[config.mk]
export PLATFORM = sky130hd
export DESIGN_NAME = integer_to_roman_text_flat
export DESIGN_NICKNAME = d
export VERILOG_FILES = /design/src/rtl/itr_pkg.sv /design/src/rtl/itr_if.sv /design/src/rtl/itr_front.sv /design/src/rtl/itr_queue.sv /design/src/rtl/itr_back.sv /design/src/rtl/integer_to_roman_text.sv /design/src/flat_wrapper.sv
export SDC_FILE = /design/constraint.sdc
export NUM_CORES = 1
export LEC_CHECK = 0
export ABC_AREA = 1
export BUFFER_PORTS_ARGS = -buffer_cell sky130_fd_sc_hd__buf_2
export CAP_MARGIN = 30
export CORE_ASPECT_RATIO = 0.7
export CORE_MARGIN = 1
export CORE_UTILIZATION = 33
export CTS_CLUSTER_SIZE = 10
export DETAILED_ROUTE_END_ITERATION = 7
export GPL_ROUTABILITY_DRIVEN = 0
export SYNTH_ARGS = -nofsm -noshare
export SYNTH_HDL_FRONTEND = slang
export SYNTH_SLANG_ARGS = --single-unit
[constraint.sdc]
create_clock -name clock -period 19.8 [get_ports clock]
set_clock_uncertainty 0.15 [all_clocks]
set_input_delay 1.98 -clock clock [delete_from_list [all_inputs] [get_ports clock]]
set_output_delay 1.98 -clock clock [all_outputs]
set_load 0.01 [all_outputs]
[src/rtl/itr_pkg.sv]
// ----------------------------------------------------------------------------
// itr_pkg - shared types and constants for integer-to-Roman conversion
// Digit layout of a queued transaction, Roman digit patterns and letter codes.
// ----------------------------------------------------------------------------
package itr_pkg;

   localparam int NUM_W    = 12;
   localparam int SYM_W    = 8;
   localparam int PLACES   = 4;
   localparam int DIGIT_W  = 4;
   localparam int PLACE_W  = 2;
   localparam int UNIT_W   = 10;
   localparam int PLEN_W   = 3;

   localparam logic [NUM_W-1:0] ROMAN_MAX = 12'd3999;

   // ASCII letters
   localparam logic [SYM_W-1:0] SYM_NONE = 8'h00;
   localparam logic [SYM_W-1:0] SYM_M    = 8'h4D;
   localparam logic [SYM_W-1:0] SYM_D    = 8'h44;
   localparam logic [SYM_W-1:0] SYM_C    = 8'h43;
   localparam logic [SYM_W-1:0] SYM_L    = 8'h4C;
   localparam logic [SYM_W-1:0] SYM_X    = 8'h58;
   localparam logic [SYM_W-1:0] SYM_V    = 8'h56;
   localparam logic [SYM_W-1:0] SYM_I    = 8'h49;

   // Place indexes, most significant first
   localparam logic [PLACE_W-1:0] PLACE_THOUSANDS = 2'd0;
   localparam logic [PLACE_W-1:0] PLACE_HUNDREDS  = 2'd1;
   localparam logic [PLACE_W-1:0] PLACE_TENS      = 2'd2;
   localparam logic [PLACE_W-1:0] PLACE_ONES      = 2'd3;

   // Letter role inside one decimal place
   typedef enum logic [1:0] {
      ROLE_ONE  = 2'd0,
      ROLE_FIVE = 2'd1,
      ROLE_TEN  = 2'd2
   } role_type;

   // Decimal digits of one number, index 0 = thousands
   typedef struct packed {
      logic                             error;
      logic [PLACES-1:0][DIGIT_W-1:0]   digits;
   } item_type;

   function automatic logic [UNIT_W-1:0] place_unit(input logic [PLACE_W-1:0] place);
      logic [UNIT_W-1:0] unit;
      case (place)
         PLACE_THOUSANDS: unit = 10'd1000;
         PLACE_HUNDREDS:  unit = 10'd100;
         PLACE_TENS:      unit = 10'd10;
         default:         unit = 10'd1;
      endcase
      return unit;
   endfunction

   // Number of letters that spell one decimal digit
   function automatic logic [PLEN_W-1:0] pattern_len(input logic [DIGIT_W-1:0] d);
      logic [PLEN_W-1:0] len;
      case (d)
         4'd1, 4'd5:       len = 3'd1;
         4'd2, 4'd4, 4'd6,
         4'd9:             len = 3'd2;
         4'd3, 4'd7:       len = 3'd3;
         4'd8:             len = 3'd4;
         default:          len = 3'd0;
      endcase
      return len;
   endfunction

   // Role of letter k within the spelling of digit d
   function automatic role_type pattern_role(input logic [DIGIT_W-1:0] d,
                                             input logic [1:0]         k);
      role_type role;
      case (d)
         4'd4:                   role = (k == 2'd0) ? ROLE_ONE  : ROLE_FIVE;
         4'd5:                   role = ROLE_FIVE;
         4'd6, 4'd7, 4'd8:       role = (k == 2'd0) ? ROLE_FIVE : ROLE_ONE;
         4'd9:                   role = (k == 2'd0) ? ROLE_ONE  : ROLE_TEN;
         default:                role = ROLE_ONE;
      endcase
      return role;
   endfunction

   function automatic logic [SYM_W-1:0] role_symbol(input logic [PLACE_W-1:0] place,
                                                    input role_type            role);
      logic [SYM_W-1:0] sym;
      sym = SYM_M;
      case (place)
         PLACE_THOUSANDS: sym = SYM_M;
         PLACE_HUNDREDS: begin
            case (role)
               ROLE_ONE:  sym = SYM_C;
               ROLE_FIVE: sym = SYM_D;
               default:   sym = SYM_M;
            endcase
         end
         PLACE_TENS: begin
            case (role)
               ROLE_ONE:  sym = SYM_X;
               ROLE_FIVE: sym = SYM_L;
               default:   sym = SYM_C;
            endcase
         end
         default: begin
            case (role)
               ROLE_ONE:  sym = SYM_I;
               ROLE_FIVE: sym = SYM_V;
               default:   sym = SYM_X;
            endcase
         end
      endcase
      return sym;
   endfunction

endpackage

[src/rtl/itr_if.sv]
// ----------------------------------------------------------------------------
// itr_if - request and response channel interfaces
// Valid/ready channels; a transaction moves when valid and ready are high.
// ----------------------------------------------------------------------------
interface itr_req_if
   import itr_pkg::*;
   ();
   logic             valid;
   logic             ready;
   logic [NUM_W-1:0] number;

   modport source (output valid, output number, input ready);
   modport sink   (input valid, input number, output ready);
endinterface

interface itr_rsp_if
   import itr_pkg::*;
   ();
   logic             valid;
   logic             ready;
   logic [SYM_W-1:0] symbol;
   logic             last;
   logic             error;

   modport source (output valid, output symbol, output last, output error, input ready);
   modport sink   (input valid, input symbol, input last, input error, output ready);
endinterface

[src/rtl/itr_front.sv]
// ----------------------------------------------------------------------------
// itr_front - request intake and decimal split
// Range-checks each number and splits an in-range one into four decimal digits, one
// place per cycle, then hands the result to the queue.
// ----------------------------------------------------------------------------
module itr_front
   import itr_pkg::*;
(
   input  logic          clock,
   input  logic          reset,
   itr_req_if.sink       req_chan,
   output logic          push_valid,
   input  logic          push_ready,
   output item_type      push_item
);

   typedef enum logic [2:0] {
      F_IDLE  = 3'b001,
      F_SPLIT = 3'b010,
      F_PUSH  = 3'b100
   } front_state_type;

   front_state_type             state_ff, state_in;
   logic [NUM_W-1:0]            rest_ff, rest_in;
   logic [PLACE_W-1:0]          place_ff, place_in;
   item_type                    item_ff, item_in;

   logic                        req_fire;
   logic                        out_of_range;
   logic [DIGIT_W-1:0]          digit;
   logic [UNIT_W+3:0]           unit_wide;
   logic [UNIT_W+3:0]           taken;

   assign req_chan.ready = (state_ff == F_IDLE);
   assign req_fire       = req_chan.valid && req_chan.ready;
   assign out_of_range   = (req_chan.number == '0) || (req_chan.number > ROMAN_MAX);
   assign push_valid     = (state_ff == F_PUSH);
   assign push_item      = item_ff;

   // Largest digit whose multiple of the place unit fits in the remainder
   always_comb begin
      unit_wide = (UNIT_W+4)'(place_unit(place_ff));
      digit     = '0;
      for (int m = 1; m <= 9; m++) begin
         if ((UNIT_W+4)'(rest_ff) >= (UNIT_W+4)'(m) * unit_wide) begin
            digit = DIGIT_W'(m);
         end
      end
      taken = (UNIT_W+4)'(digit) * unit_wide;
   end

   // Sequencing
   always_comb begin
      state_in = state_ff;
      rest_in  = rest_ff;
      place_in = place_ff;
      item_in  = item_ff;
      case (state_ff)
         F_IDLE: begin
            if (req_fire) begin
               rest_in       = req_chan.number;
               place_in      = PLACE_THOUSANDS;
               item_in.error = out_of_range;
               item_in.digits = '0;
               state_in      = out_of_range ? F_PUSH : F_SPLIT;
            end
         end
         F_SPLIT: begin
            item_in.digits[place_ff] = digit;
            rest_in  = NUM_W'((UNIT_W+4)'(rest_ff) - taken);
            place_in = place_ff + 1'b1;
            if (place_ff == PLACE_ONES) begin
               state_in = F_PUSH;
            end
         end
         F_PUSH: begin
            if (push_ready) begin
               state_in = F_IDLE;
            end
         end
         default: state_in = F_IDLE;
      endcase
   end

   always_ff @(posedge clock) begin
      if (reset) begin
         state_ff <= F_IDLE;
      end else begin
         state_ff <= state_in;
      end
   end

   always_ff @(posedge clock) begin
      rest_ff  <= rest_in;
      place_ff <= place_in;
      item_ff  <= item_in;
   end

endmodule

[src/rtl/itr_queue.sv]
// ----------------------------------------------------------------------------
// itr_queue - small FIFO between front and back
// Holds split numbers so that intake and letter output stall independently.
// ----------------------------------------------------------------------------
module itr_queue
   import itr_pkg::*;
#(
   parameter int DEPTH = 2   // 2 or more
)(
   input  logic      clock,
   input  logic      reset,
   input  logic      push_valid,
   output logic      push_ready,
   input  item_type  push_item,
   output logic      pop_valid,
   input  logic      pop_ready,
   output item_type  pop_item
);

   localparam int IDX_W = $clog2(DEPTH);
   localparam int CNT_W = $clog2(DEPTH + 1);

   item_type            slot_ff [DEPTH];
   logic [IDX_W-1:0]    wr_ptr_ff, wr_ptr_in;
   logic [IDX_W-1:0]    rd_ptr_ff, rd_ptr_in;
   logic [CNT_W-1:0]    count_ff, count_in;
   logic                do_push, do_pop;

   assign push_ready = (count_ff != CNT_W'(DEPTH));
   assign pop_valid  = (count_ff != '0);
   assign pop_item   = slot_ff[rd_ptr_ff];
   assign do_push    = push_valid && push_ready;
   assign do_pop     = pop_valid && pop_ready;

   // Pointer and fill tracking
   always_comb begin
      wr_ptr_in = wr_ptr_ff;
      rd_ptr_in = rd_ptr_ff;
      count_in  = count_ff;
      if (do_push) begin
         wr_ptr_in = (wr_ptr_ff == IDX_W'(DEPTH - 1)) ? '0 : wr_ptr_ff + 1'b1;
      end
      if (do_pop) begin
         rd_ptr_in = (rd_ptr_ff == IDX_W'(DEPTH - 1)) ? '0 : rd_ptr_ff + 1'b1;
      end
      if (do_push && !do_pop) begin
         count_in = count_ff + 1'b1;
      end else if (do_pop && !do_push) begin
         count_in = count_ff - 1'b1;
      end
   end

   always_ff @(posedge clock) begin
      if (reset) begin
         wr_ptr_ff <= '0;
         rd_ptr_ff <= '0;
         count_ff  <= '0;
      end else begin
         wr_ptr_ff <= wr_ptr_in;
         rd_ptr_ff <= rd_ptr_in;
         count_ff  <= count_in;
      end
   end

   always_ff @(posedge clock) begin
      if (do_push) begin
         slot_ff[wr_ptr_ff] <= push_item;
      end
   end

endmodule

[src/rtl/itr_back.sv]
// ----------------------------------------------------------------------------
// itr_back - Roman letter sequencer
// Walks the nonzero decimal places of one queued number and emits one ASCII
// letter per cycle unless rsp_chan stalls, into a registered response stage.
// ----------------------------------------------------------------------------
module itr_back
   import itr_pkg::*;
(
   input  logic       clock,
   input  logic       reset,
   input  logic       pop_valid,
   output logic       pop_ready,
   input  item_type   pop_item,
   itr_rsp_if.source  rsp_chan
);

   item_type            item_ff, item_in;
   logic [PLACE_W-1:0]  place_ff, place_in;
   logic [1:0]          chr_ff, chr_in;
   logic                busy_ff, busy_in;
   logic                out_valid_ff, out_valid_in;
   logic [SYM_W-1:0]    symbol_ff, symbol_in;
   logic                last_ff, last_in;
   logic                error_ff, error_in;

   logic [DIGIT_W-1:0]  cur_digit;
   logic [PLEN_W-1:0]   cur_len;
   logic                digit_done;
   logic                later_any;
   logic [PLACE_W-1:0]  next_place;
   logic [PLACE_W-1:0]  first_place;
   logic                item_done;
   logic                emit;
   logic                do_pop;

   assign rsp_chan.valid  = out_valid_ff;
   assign rsp_chan.symbol = symbol_ff;
   assign rsp_chan.last   = last_ff;
   assign rsp_chan.error  = error_ff;

   assign cur_digit  = item_ff.digits[place_ff];
   assign cur_len    = pattern_len(cur_digit);
   assign digit_done = (PLEN_W'(chr_ff) + 1'b1) == cur_len;

   // Next nonzero place after the current one, and first one of a new number
   always_comb begin
      later_any   = 1'b0;
      next_place  = place_ff;
      first_place = PLACE_ONES;
      for (int p = PLACES - 1; p >= 0; p--) begin
         if (PLACE_W'(p) > place_ff && item_ff.digits[p] != '0) begin
            later_any  = 1'b1;
            next_place = PLACE_W'(p);
         end
         if (pop_item.digits[p] != '0) begin
            first_place = PLACE_W'(p);
         end
      end
   end

   assign item_done = item_ff.error || (digit_done && !later_any);
   assign emit      = busy_ff && (!out_valid_ff || rsp_chan.ready);
   assign pop_ready = !busy_ff || (emit && item_done);
   assign do_pop    = pop_valid && pop_ready;

   // Letter stepping and response stage
   always_comb begin
      item_in      = item_ff;
      place_in     = place_ff;
      chr_in       = chr_ff;
      busy_in      = busy_ff;
      out_valid_in = out_valid_ff && !rsp_chan.ready;
      symbol_in    = symbol_ff;
      last_in      = last_ff;
      error_in     = error_ff;

      if (emit) begin
         out_valid_in = 1'b1;
         symbol_in    = item_ff.error ? SYM_NONE
                      : role_symbol(place_ff, pattern_role(cur_digit, chr_ff));
         last_in      = item_done;
         error_in     = item_ff.error;
         if (digit_done) begin
            place_in = next_place;
            chr_in   = '0;
         end else begin
            chr_in   = chr_ff + 1'b1;
         end
         if (item_done) begin
            busy_in = 1'b0;
         end
      end

      if (do_pop) begin
         item_in  = pop_item;
         place_in = first_place;
         chr_in   = '0;
         busy_in  = 1'b1;
      end
   end

   always_ff @(posedge clock) begin
      if (reset) begin
         busy_ff      <= 1'b0;
         out_valid_ff <= 1'b0;
      end else begin
         busy_ff      <= busy_in;
         out_valid_ff <= out_valid_in;
      end
   end

   always_ff @(posedge clock) begin
      item_ff   <= item_in;
      place_ff  <= place_in;
      chr_ff    <= chr_in;
      symbol_ff <= symbol_in;
      last_ff   <= last_in;
      error_ff  <= error_in;
   end

endmodule

[src/rtl/integer_to_roman_text.sv]
// ----------------------------------------------------------------------------
// integer_to_roman_text - binary integer to Roman numeral ASCII stream
// Front splits each number into decimal places, a queue decouples it from
// the back; it emits one letter per cycle unless stalled, highest place first.
//
//   channel    dir  payload                    meaning
//   req_chan   in   number[11:0]               value to convert (1..3999)
//   rsp_chan   out  symbol[7:0], last, error   one letter per transaction
//
// Front: intake, place split through one compare bank shared by all places
// (skipped for out-of-range numbers) and a push into the queue; no new number
// is taken before the last is pushed; intake waits while the queue is full.
// Back: one response transaction per cycle unless rsp_chan stalls, 1 to 15
// per number; loads when idle or as the last letter of a number goes out.
// Out-of-range numbers give a single transaction with error set.
// Reset clears control state only; stalls on rsp_chan back up into the queue.
// ----------------------------------------------------------------------------
module integer_to_roman_text
   import itr_pkg::*;
#(
   parameter int QUEUE_DEPTH = 2
)(
   input  logic       clock,
   input  logic       reset,
   itr_req_if.sink    req_chan,
   itr_rsp_if.source  rsp_chan
);

   logic      push_valid, push_ready;
   item_type  push_item;
   logic      pop_valid, pop_ready;
   item_type  pop_item;

   itr_front u_front (
      .clock      (clock),
      .reset      (reset),
      .req_chan   (req_chan),
      .push_valid (push_valid),
      .push_ready (push_ready),
      .push_item  (push_item)
   );

   itr_queue #(
      .DEPTH (QUEUE_DEPTH)
   ) u_queue (
      .clock      (clock),
      .reset      (reset),
      .push_valid (push_valid),
      .push_ready (push_ready),
      .push_item  (push_item),
      .pop_valid  (pop_valid),
      .pop_ready  (pop_ready),
      .pop_item   (pop_item)
   );

   itr_back u_back (
      .clock     (clock),
      .reset     (reset),
      .pop_valid (pop_valid),
      .pop_ready (pop_ready),
      .pop_item  (pop_item),
      .rsp_chan  (rsp_chan)
   );

endmodule

[src/flat_wrapper.sv]
// flat-port wrapper written by rule: the top's interface ports become plain ports
module integer_to_roman_text_flat import itr_pkg::*;
#(
   parameter int QUEUE_DEPTH = 2
)
  (clock, reset, req_chan_valid, req_chan_number, req_chan_ready, rsp_chan_valid, rsp_chan_symbol, rsp_chan_last, rsp_chan_error, rsp_chan_ready);
  itr_req_if req_chan_i ();
  itr_rsp_if rsp_chan_i ();
  input  logic clock;
  input  logic reset;
  input wire logic [$bits(req_chan_i.valid)-1:0] req_chan_valid;
  input wire logic [$bits(req_chan_i.number)-1:0] req_chan_number;
  output wire logic [$bits(req_chan_i.ready)-1:0] req_chan_ready;
  output wire logic [$bits(rsp_chan_i.valid)-1:0] rsp_chan_valid;
  output wire logic [$bits(rsp_chan_i.symbol)-1:0] rsp_chan_symbol;
  output wire logic [$bits(rsp_chan_i.last)-1:0] rsp_chan_last;
  output wire logic [$bits(rsp_chan_i.error)-1:0] rsp_chan_error;
  input wire logic [$bits(rsp_chan_i.ready)-1:0] rsp_chan_ready;
  assign req_chan_i.valid = req_chan_valid;
  assign req_chan_i.number = req_chan_number;
  assign req_chan_ready = req_chan_i.ready;
  assign rsp_chan_valid = rsp_chan_i.valid;
  assign rsp_chan_symbol = rsp_chan_i.symbol;
  assign rsp_chan_last = rsp_chan_i.last;
  assign rsp_chan_error = rsp_chan_i.error;
  assign rsp_chan_i.ready = rsp_chan_ready;
  integer_to_roman_text #(.QUEUE_DEPTH(QUEUE_DEPTH)) u_core (.clock(clock), .reset(reset), .req_chan(req_chan_i), .rsp_chan(rsp_chan_i));
endmodule
==> impl_metrics.tcl, run 1 <==
set metrics [dict create \
    initial_core_util_pct 34.07 \
    crit_fanout 21 \
    final_cell_count_no_fill 1290 \
    slew_headroom_pct 50.39 \
    final_max_slew_viol_count 0 \
    hold_viol_final 0 \
    num_rows 47 \
    crit_required_ns 19.75 \
    grt_pass1_wl_mm 31.60 \
    dieArea_um2 25360 \
    status "finished clean" \
    cp.arrival_ns 8.27 \
    cap_violations 0 \
    grt_antenna_before_repair 0 \
    ioPinCount 28 \
    slowest_stage "o311ai_0" \
    min_to "u_core.u_back.rsp_chan.valid" \
    drt_wl_total_mm 19.84 \
    rsz0062_at_grt "no" \
    hold_start "u_core.u_back.rsp_chan.valid" \
    final_nets 1105 \
    grt_max_degree 34 \
    clkLatencyLatePin_ns 0.35 \
    grt_use_met3_pct 2.634 \
    fp.coreArea_um2 23930 \
    r2r_slack_ns 11.48 \
    cts_max_level 3 \
    yosysTopAreaCellShare_pct 33.88 \
    worstHoldPathCells 2 \
    drive_gt1_share_pct 9.877 \
    grt_use_total_pct 16.02 \
    critPathCaptureType "register" \
    grt_busiest_layer "met1" \
    cts_buffers 9 \
    synth_seq_cells 104 \
    syn_area_per_cell_um2 8.704 \
    use_met2_pct 20.94 \
    fin_crit_sh_pct 42.01 \
    max_freq_mhz 120.2 \
    postCtsSetupRepairBufs 0 \
    crit_type "register to register" \
    synth.distinct_cells 57 \
    cts_buffer_depth 2 \
    cts_tree "built" \
    min_period_ns 8.317 \
    clockRootBuffer "clkbuf_16" \
    wl_per_cell_um 15.38 \
    fillers 2405 \
    syn_area_um2 8155 \
    vias_per_cell 4.978 \
    start_kind "register" \
    async_flop_share_pct 0 \
    diodes 0 \
    ys.warnings.count 0 \
    clock-sinks 104 \
    max_slew.worst_pin.slew_ns 0.7348 \
    synthCells 937 \
    dpl.hpwl_mm 15.53 \
    yosysTopAreaCell "edfxtp_1" \
    final.setup.tns_ns 0 \
    dp.cells 1274 \
    dr.pass1.iters 5 \
    seq_area_frac_synth_pct 36.82 \
    vias 6421 \
    die_w_um 189.9 \
    cpMostUsedCell "nand2_1" \
    synthTopCellsByArea "edfxtp_1 (34%), ha_1 (15%), nand2_1 (7.6%)" \
    multi_input_area_um2 4482 \
    synth-main-ff-cell "edfxtp_1" \
    hp-class "register to register" \
    synth_edf_count 92 \
    ant_nets 0 \
    worst_r2r_path_depth 33 \
    use_met1_pct 26.52 \
    die_y_um 133.5 \
    hold_ws_ns 0.3314 \
    timing.rr.start "u_core.u_front.place_ff[0]" \
    timing.rr.end "u_core.u_front.rest_ff[10]" \
    cts_resized 0 \
    overflow 0 \
    cts_hold_buffers 0 \
    drt-initial-drc-count 567 \
    register_area_um2 3003 \
    clkSlewWorstSetupHoldPaths_ns 0.08 \
    drc 0 \
    grt_pass1_vias 5714 \
    cpPeakStageDelay_ns 0.67 \
    setup_viol 0 \
    portBuffers 25 \
    area_delta_synth_final_pct 9.834 \
]
metrics by stage:
| step | util (%) | setup WS, ns | instance area, µm² |
|---|---|---|---|
| CTS | 37.42 | 11.61 | 8957 |
| detailed placement | 36.21 | 11.62 | 8666 |
| finish | 37.42 | 11.48 | 8957 |
| floorplan | - | 12.91 | 8159 |
| global route | 37.42 | 10.76 | 8957 |
| global placement | 36.21 | 11.86 | 8666 |
cells in the final DEF (no fill, tap or decap), types with 21 or more instances in the layout:
master      n
nand3_1    49
edfxtp_1   92
nand2_1   166
inv_1     153
nor2_1     71
fa_1       21
ha_1      101
buf_2      25
a21oi_1    60
o21ai_0    40
worst max-delay path, delay by kind of cell (launching register included):
kind | cells | cell delay (ns)
adders and majority gates | 8 | 3.07
and+or+nand+nor | 14 | 1.82
AOI/OAI and AO/OA | 7 | 1.59
buffers and inverters | 3 | 0.77
DFF | 1 | 0.59
xor gates and xnor gates | 1 | 0.09
state kept, by name (all words and copies together), names as in the netlist, named ones only:
name	flops
u_core.u_queue.rd_ptr_ff	1
u_core.u_front.place_ff	2
u_core.u_back.rsp_chan.symbol	6
u_core.u_queue.wr_ptr_ff	1
u_core.u_front.push_item	17
u_core.u_front.rest_ff	12
u_core.u_queue.count_ff	2
u_core.u_queue.slot_ff	34
u_core.u_back.chr_ff	2
u_core.u_back.place_ff	2
u_core.u_back.rsp_chan.error	1
u_core.u_back.busy_ff	1
u_core.u_back.rsp_chan.last	1
u_core.u_back.rsp_chan.valid	1
u_core.u_back.item_ff	17
u_core.u_front.state_ff	3
worst max path at each step:
stage	start	endpoint	slack (ns)	depth (start not counted)
floorplan	u_core.u_front.place_ff[0]	u_core.u_front.rest_ff[10]	12.91	35
global placement	u_core.u_front.place_ff[0]	u_core.u_front.rest_ff[10]	11.86	33
detailed placement	u_core.u_front.place_ff[0]	u_core.u_front.rest_ff[10]	11.62	33
CTS	u_core.u_front.place_ff[0]	u_core.u_front.rest_ff[10]	11.61	33
global route	u_core.u_front.place_ff[0]	u_core.u_front.rest_ff[10]	10.76	33
finish	u_core.u_front.place_ff[0]	u_core.u_front.rest_ff[10]	11.48	33
Yosys cell counts, types with 4 or more instances:
cell type / number
nand2_1: 166
inv_1: 153
ha_1: 101
edfxtp_1: 92
nor2_1: 71
a21oi_1: 60
nand3_1: 49
o21ai_0: 41
fa_1: 21
nand4_1: 15
mux2_2: 13
nor3_1: 13
nor4_1: 13
dfxtp_1: 12
xnor2_1: 11
nor2_2: 8
xor2_1: 7
clkbuf_1: 6
nand2_2: 6
o21ai_1: 6
inv_2: 5
o21bai_1: 5
buf_2: 4
mux2i_1: 4
area by class of cell:
cell class,instances,area share [%]
Inverter,160,6.761
Clock buffer,9,2.514
Sequential cell,104,33.52
Tap cell,318,4.442
Timing Repair Buffer,32,1.984
Clock inverter,7,0.7403
Multi-Input combinational cell,660,50.03
logic make-up (layout without fill, tap and decap cells):
| kind of cell | Yosys count | in the layout | synth area share (%) |
|---|---|---|---|
| other | 1 | 2 | 0.04598 |
| DFF | 104 | 104 | 36.82 |
| adders and majority gates | 122 | 122 | 20.65 |
| muxes | 17 | 17 | 2.286 |
| buffers and inverters | 174 | 208 | 8.315 |
| AOI/OAI and AO/OA | 147 | 147 | 10.72 |
| xor gates and xnor gates | 18 | 18 | 1.933 |
| and+or+nand+nor | 354 | 354 | 19.22 |
layer usage:
| metal | part of all wire, % | wire length, µm | up-vias |
|---|---|---|---|
| li1 | - | - | 3231 |
| met1 | 54 | 10680 | 2951 |
| met2 | 38 | 7486 | 221 |
| met5 | 0 | 0 | - |
| met3 | 7.4 | 1466 | 18 |
| met4 | 1.0 | 208 | 0 |
Power of run 1 is not shown: default switching activity piles up to over one toggle a cycle in this logic, so the estimate is an artifact.
==> inputs of run 2 (changes only) <==
ABC_AREA = 0   (was 1)
clock period = 8.3 ns   (was 19.8 ns; I/O delays follow)
==> impl_metrics.tcl, run 2 <==
set metrics [dict create \
    drt-initial-drc-count 445 \
    final_nets 956 \
    hp-class "register to register" \
    cts_max_level 3 \
    grt_pass1_vias 5497 \
    diodes 0 \
    vias_per_cell 5.238 \
    seq_area_frac_synth_pct 37.35 \
    initial_core_util_pct 33.84 \
    cts_resized 0 \
    fillers 2352 \
    dp.cells 1125 \
    layout_common_cells "ha_1 (101), edfxtp_1 (92), inv_1 (77), nor2_1 (56), nand2_1 (55)" \
    dr.pass1.iters 5 \
    critPathCaptureType "register" \
    max_freq_mhz 134.3 \
    cp.arrival_ns 7.38 \
    dieArea_um2 25000 \
    drive_gt1_share_pct 11.30 \
    overflow 0 \
    multi_input_area_um2 4628 \
    crit_required_ns 8.23 \
    syn_area_per_cell_um2 10.12 \
    synth.distinct_cells 71 \
    path_delay_family "compound AO/OA/AOI/OAI gates" \
    die_w_um 188.6 \
    synth-main-ff-cell "edfxtp_1" \
    async_flop_share_pct 0 \
    setup_viol 0 \
    die_y_um 132.6 \
    crit_type "register to register" \
    grt_pass1_wl_mm 30.73 \
    cts_buffers 9 \
    clock-sinks 104 \
    cp.buffers_inverters 3 \
    status "finished clean" \
    area_delta_synth_final_pct 10.29 \
    clkSlewWorstSetupHoldPaths_ns 0.08 \
    yosysTopAreaCell "edfxtp_1" \
    cts_tree "built" \
    min_period_ns 7.445 \
    dpl.hpwl_mm 14.33 \
    drt_wl_total_mm 18.98 \
    synth_edf_count 92 \
    hold_viol_final 0 \
    cts_hold_buffers 0 \
    synth_seq_cells 104 \
    portBuffers 25 \
    drc 0 \
    yosysTopAreaCellShare_pct 34.37 \
    regMostFlops "u_core.u_queue.slot_ff" \
    synthCells 794 \
    final.setup.tns_ns 0 \
    clkLatencyLatePin_ns 0.36 \
    wl_per_cell_um 16.63 \
    fp.coreArea_um2 23760 \
    slowest_stage "edfxtp_1" \
    crit_fanout 11 \
    clockRootBuffer "clkbuf_16" \
    vias 5977 \
    largest_register_ffs 34 \
    final_common_cell "ha_1" \
    cts_buffer_depth 2 \
    register_area_um2 3003 \
    num_rows 47 \
    ys.warnings.count 0 \
    syn_area_um2 8039 \
    final_max_slew_viol_count 0 \
    cpMostUsedCell "o21ai_0" \
    cap_violations 0 \
    grt_max_degree 43 \
    yosys.cell_count.top_type "ha_1" \
    ant_nets 0 \
    grt_use_total_pct 15.72 \
    final_cell_count_no_fill 1141 \
    synthTopCellsByCount "ha_1 (101), edfxtp_1 (92), inv_1 (77)" \
    synthTopCellsByArea "edfxtp_1 (34%), ha_1 (16%), fa_1 (5.2%)" \
    fin_crit_sh_pct 89.70 \
    postCtsSetupRepairBufs 0 \
    cpPeakStageDelay_ns 0.59 \
    ioPinCount 28 \
    hold_ws_ns 0.3241 \
    grt_antenna_before_repair 0 \
    slew_headroom_pct 46.03 \
    rsz0062_at_grt "no" \
    max_slew.worst_pin.slew_ns 0.8095 \
    start_kind "register" \
]
run 2: cell types whose count changed after synthesis, sizes merged, moves of 16 or more:
cell    before  now
nand3       50   16
nor2        79   56
nand2      175   55
a21oi       61   38
clkbuf       6   22
nand2b       0   16
inv        160   78
run 2: cell type report:
| class | count | share of cell area [%] |
|---|---|---|
| Clock buffer | 9 | 2.540 |
| Clock inverter | 7 | 0.9032 |
| Inverter | 79 | 3.401 |
| Multi-Input combinational cell | 585 | 52.20 |
| Sequential cell | 104 | 33.87 |
| Tap cell | 318 | 4.488 |
| Timing Repair Buffer | 39 | 2.597 |
run 2: path summary, 6_finish.rpt:
| check | start | end | slack, ns | cells past startpoint |
|---|---|---|---|---|
| setup / recovery | u_core.u_front.place_ff[0] | u_core.u_front.rest_ff[11] | 0.85 | 26 |
| hold / removal | u_core.u_front.push_item[12] | u_core.u_queue.slot_ff[1][12] | 0.32 | 0 |
| setup reg to reg | u_core.u_front.place_ff[0] | u_core.u_front.rest_ff[11] | 0.85 | 26 |
| hold reg to reg | u_core.u_front.push_item[12] | u_core.u_queue.slot_ff[1][12] | 0.32 | 0 |
run 2: per-stage QoR:
step | util, % | cell area, µm² | setup WS [ns]
finish | 37.32 | 8866 | 0.8547
global route | 37.32 | 8866 | 0.2374
CTS | 37.32 | 8866 | 0.9538
detailed placement | 36.03 | 8561 | 0.9764
global placement | 36.03 | 8561 | 1.036
floorplan | - | 8043 | 0.8620
run 2: per-layer routing:
metal  part of all wire, %  vias up  track usage [%]
li1                      -     2958                -
met1                    52     2795            24.45
met2                    39      200            21.18
met3                   6.8       24            3.767
met4                   2.0        0            4.211
met5                     0        -                0
run 2: logic make-up (layout without fill, tap and decap cells):
logic type | Yosys count | after routing | synth area share, %
adder cells (fa/ha/maj) | 123 | 123 | 21.07
buffers and inverters | 106 | 134 | 5.198
XOR/XNOR | 20 | 20 | 2.179
AND/OR/NAND/NOR | 222 | 222 | 13.56
flip-flops | 104 | 104 | 37.35
multiplexers | 30 | 30 | 4.747
other | 1 | 2 | 0.04665
AO/OA/AOI/OAI | 188 | 188 | 15.84
Power of run 2 is left out for the same reason.
==> inputs of run 3 (changes only) <==
clock period = 9.55 ns   (was 8.3 ns; I/O delays follow)
==> impl_metrics.tcl, run 3 (synthesized netlist as in run 2, its figures left out) <==
set metrics [dict create \
    grt_use_total_pct 15.54 \
    drt-initial-drc-count 466 \
    dpl.hpwl_mm 14.42 \
    hp-class "register to register" \
    clkSlewWorstSetupHoldPaths_ns 0.08 \
    ant_nets 0 \
    fp.coreArea_um2 23760 \
    clock-sinks 104 \
    wl_met1_mm 9.864 \
    die_w_um 188.6 \
    final_common_cell "ha_1" \
    crit_type "register to register" \
    slowest_stage "ha_1" \
    num_rows 47 \
    overflow 0 \
    min_period_ns 8.690 \
    rsz0062_at_grt "no" \
    startpoint "u_core.u_front.place_ff[0]" \
    start_kind "register" \
    status "finished clean" \
    postCtsSetupRepairBufs 0 \
    vias 6027 \
    crit_fanout 24 \
    wl_per_cell_um 16.64 \
    final_max_slew_viol_count 0 \
    route.met3.wl_mm 1.202 \
    dieArea_um2 25000 \
    hold_viol_final 0 \
    clkLatencyLatePin_ns 0.36 \
    setup_viol 0 \
    timing.rr.start "u_core.u_front.place_ff[0]" \
    met2WireLength_mm 7.609 \
    cts_max_level 3 \
    drt_wl_total_mm 18.89 \
    portBuffers 25 \
    grt_max_degree 43 \
    cap_violations 0 \
    cp.arrival_ns 8.61 \
    cts_tree "built" \
    cpMostUsedCell "ha_1" \
    cts_resized 0 \
    fillers 2391 \
    diodes 0 \
    slew_headroom_pct 40.96 \
    drive_gt1_share_pct 10.89 \
    dr.pass1.iters 5 \
    cpPeakStageDelay_ns 0.75 \
    grt_pass1_wl_mm 30.50 \
    grt_pass1_vias 5490 \
    vias_per_cell 5.310 \
    fin_crit_sh_pct 90.99 \
    max_slew.worst_pin.slew_ns 0.8746 \
    critPathCaptureType "register" \
    die_y_um 132.6 \
    final_nets 950 \
    final.setup.tns_ns 0 \
    cts_hold_buffers 0 \
    max_freq_mhz 115.1 \
    grt_antenna_before_repair 0 \
    clockRootBuffer "clkbuf_16" \
    cts_buffers 9 \
    ioPinCount 28 \
    layout_common_cells "ha_1 (101), edfxtp_1 (92), inv_1 (77), nor2_1 (56), nand2_1 (55)" \
    initial_core_util_pct 33.84 \
    cts_buffer_depth 2 \
    area_delta_synth_final_pct 9.743 \
    largest_register_ffs 34 \
    drc 0 \
    top_layer_used "met4" \
    crit_required_ns 9.47 \
    regMostFlops "u_core.u_queue.slot_ff" \
    hold_start "u_core.u_front.push_item[9]" \
]
[run 3: cell count changes in the layout (fill, tap and decap cells not counted)]
cell,before,now
clkinv_1,3,1
bufinv_16,1,0
inv_8,0,2
buf_4,14,8
clkinv_8,1,2
[run 3: layout make-up]
type | instances | area (µm²) | share of cell area, %
multi-input cells | 585 | 4628 | 52.46
repair buffers | 33 | 185.2 | 2.099
inverters | 79 | 301.5 | 3.418
well taps | 318 | 397.9 | 4.510
clock inverters | 7 | 81.33 | 0.9219
clock buffers | 9 | 225.2 | 2.553
flip-flops and latches | 104 | 3003 | 34.04
[run 3: critical path, delay by kind of cell, from the launching register on]
| kind | cells | cell delay [ns] |
|---|---|---|
| DFF | 1 | 0.58 |
| buffers and inverters | 5 | 0.89 |
| adders and majority gates | 7 | 2.87 |
| AOI/OAI and AO/OA | 8 | 1.55 |
| and+or+nand+nor | 9 | 2.18 |
| xor gates and xnor gates | 1 | 0.14 |
[run 3: metal layers]
| metal | GRT usage, % | up-vias |
|---|---|---|
| met3 | 3.263 | 21 |
| met5 | 0 | - |
| met1 | 24.20 | 2885 |
| met4 | 3.181 | 0 |
| li1 | - | 2948 |
| met2 | 21.69 | 173 |
[run 3: path summary, 6_finish.rpt]
path | endpoint | slack (ns) | depth (start not counted)
hold / removal | u_core.u_queue.slot_ff[1][9] | 0.33 | 0
setup / recovery | u_core.u_front.rest_ff[11] | 0.86 | 30
setup reg to reg | u_core.u_front.rest_ff[11] | 0.86 | 30
hold reg to reg | u_core.u_queue.slot_ff[1][9] | 0.33 | 0
[run 3: per-stage QoR]
stage / worst slack (ns) / std cells / instance area (µm²) / hold slack [ns] / utilization [%]
detailed placement: 0.9874 / 1119 / 8516 / 0.3105 / 35.84
finish: 0.8601 / 1135 / 8822 / 0.3312 / 37.13
global route: 0.1890 / 1135 / 8822 / 0.3336 / 37.13
CTS: 0.9504 / 1135 / 8822 / 0.3257 / 37.13
floorplan: 2.112 / 795 / 8043 / 0.2715 / -
global placement: 1.361 / 1119 / 8516 / 0.3097 / 35.84
Power of run 3 is left out for the same reason.
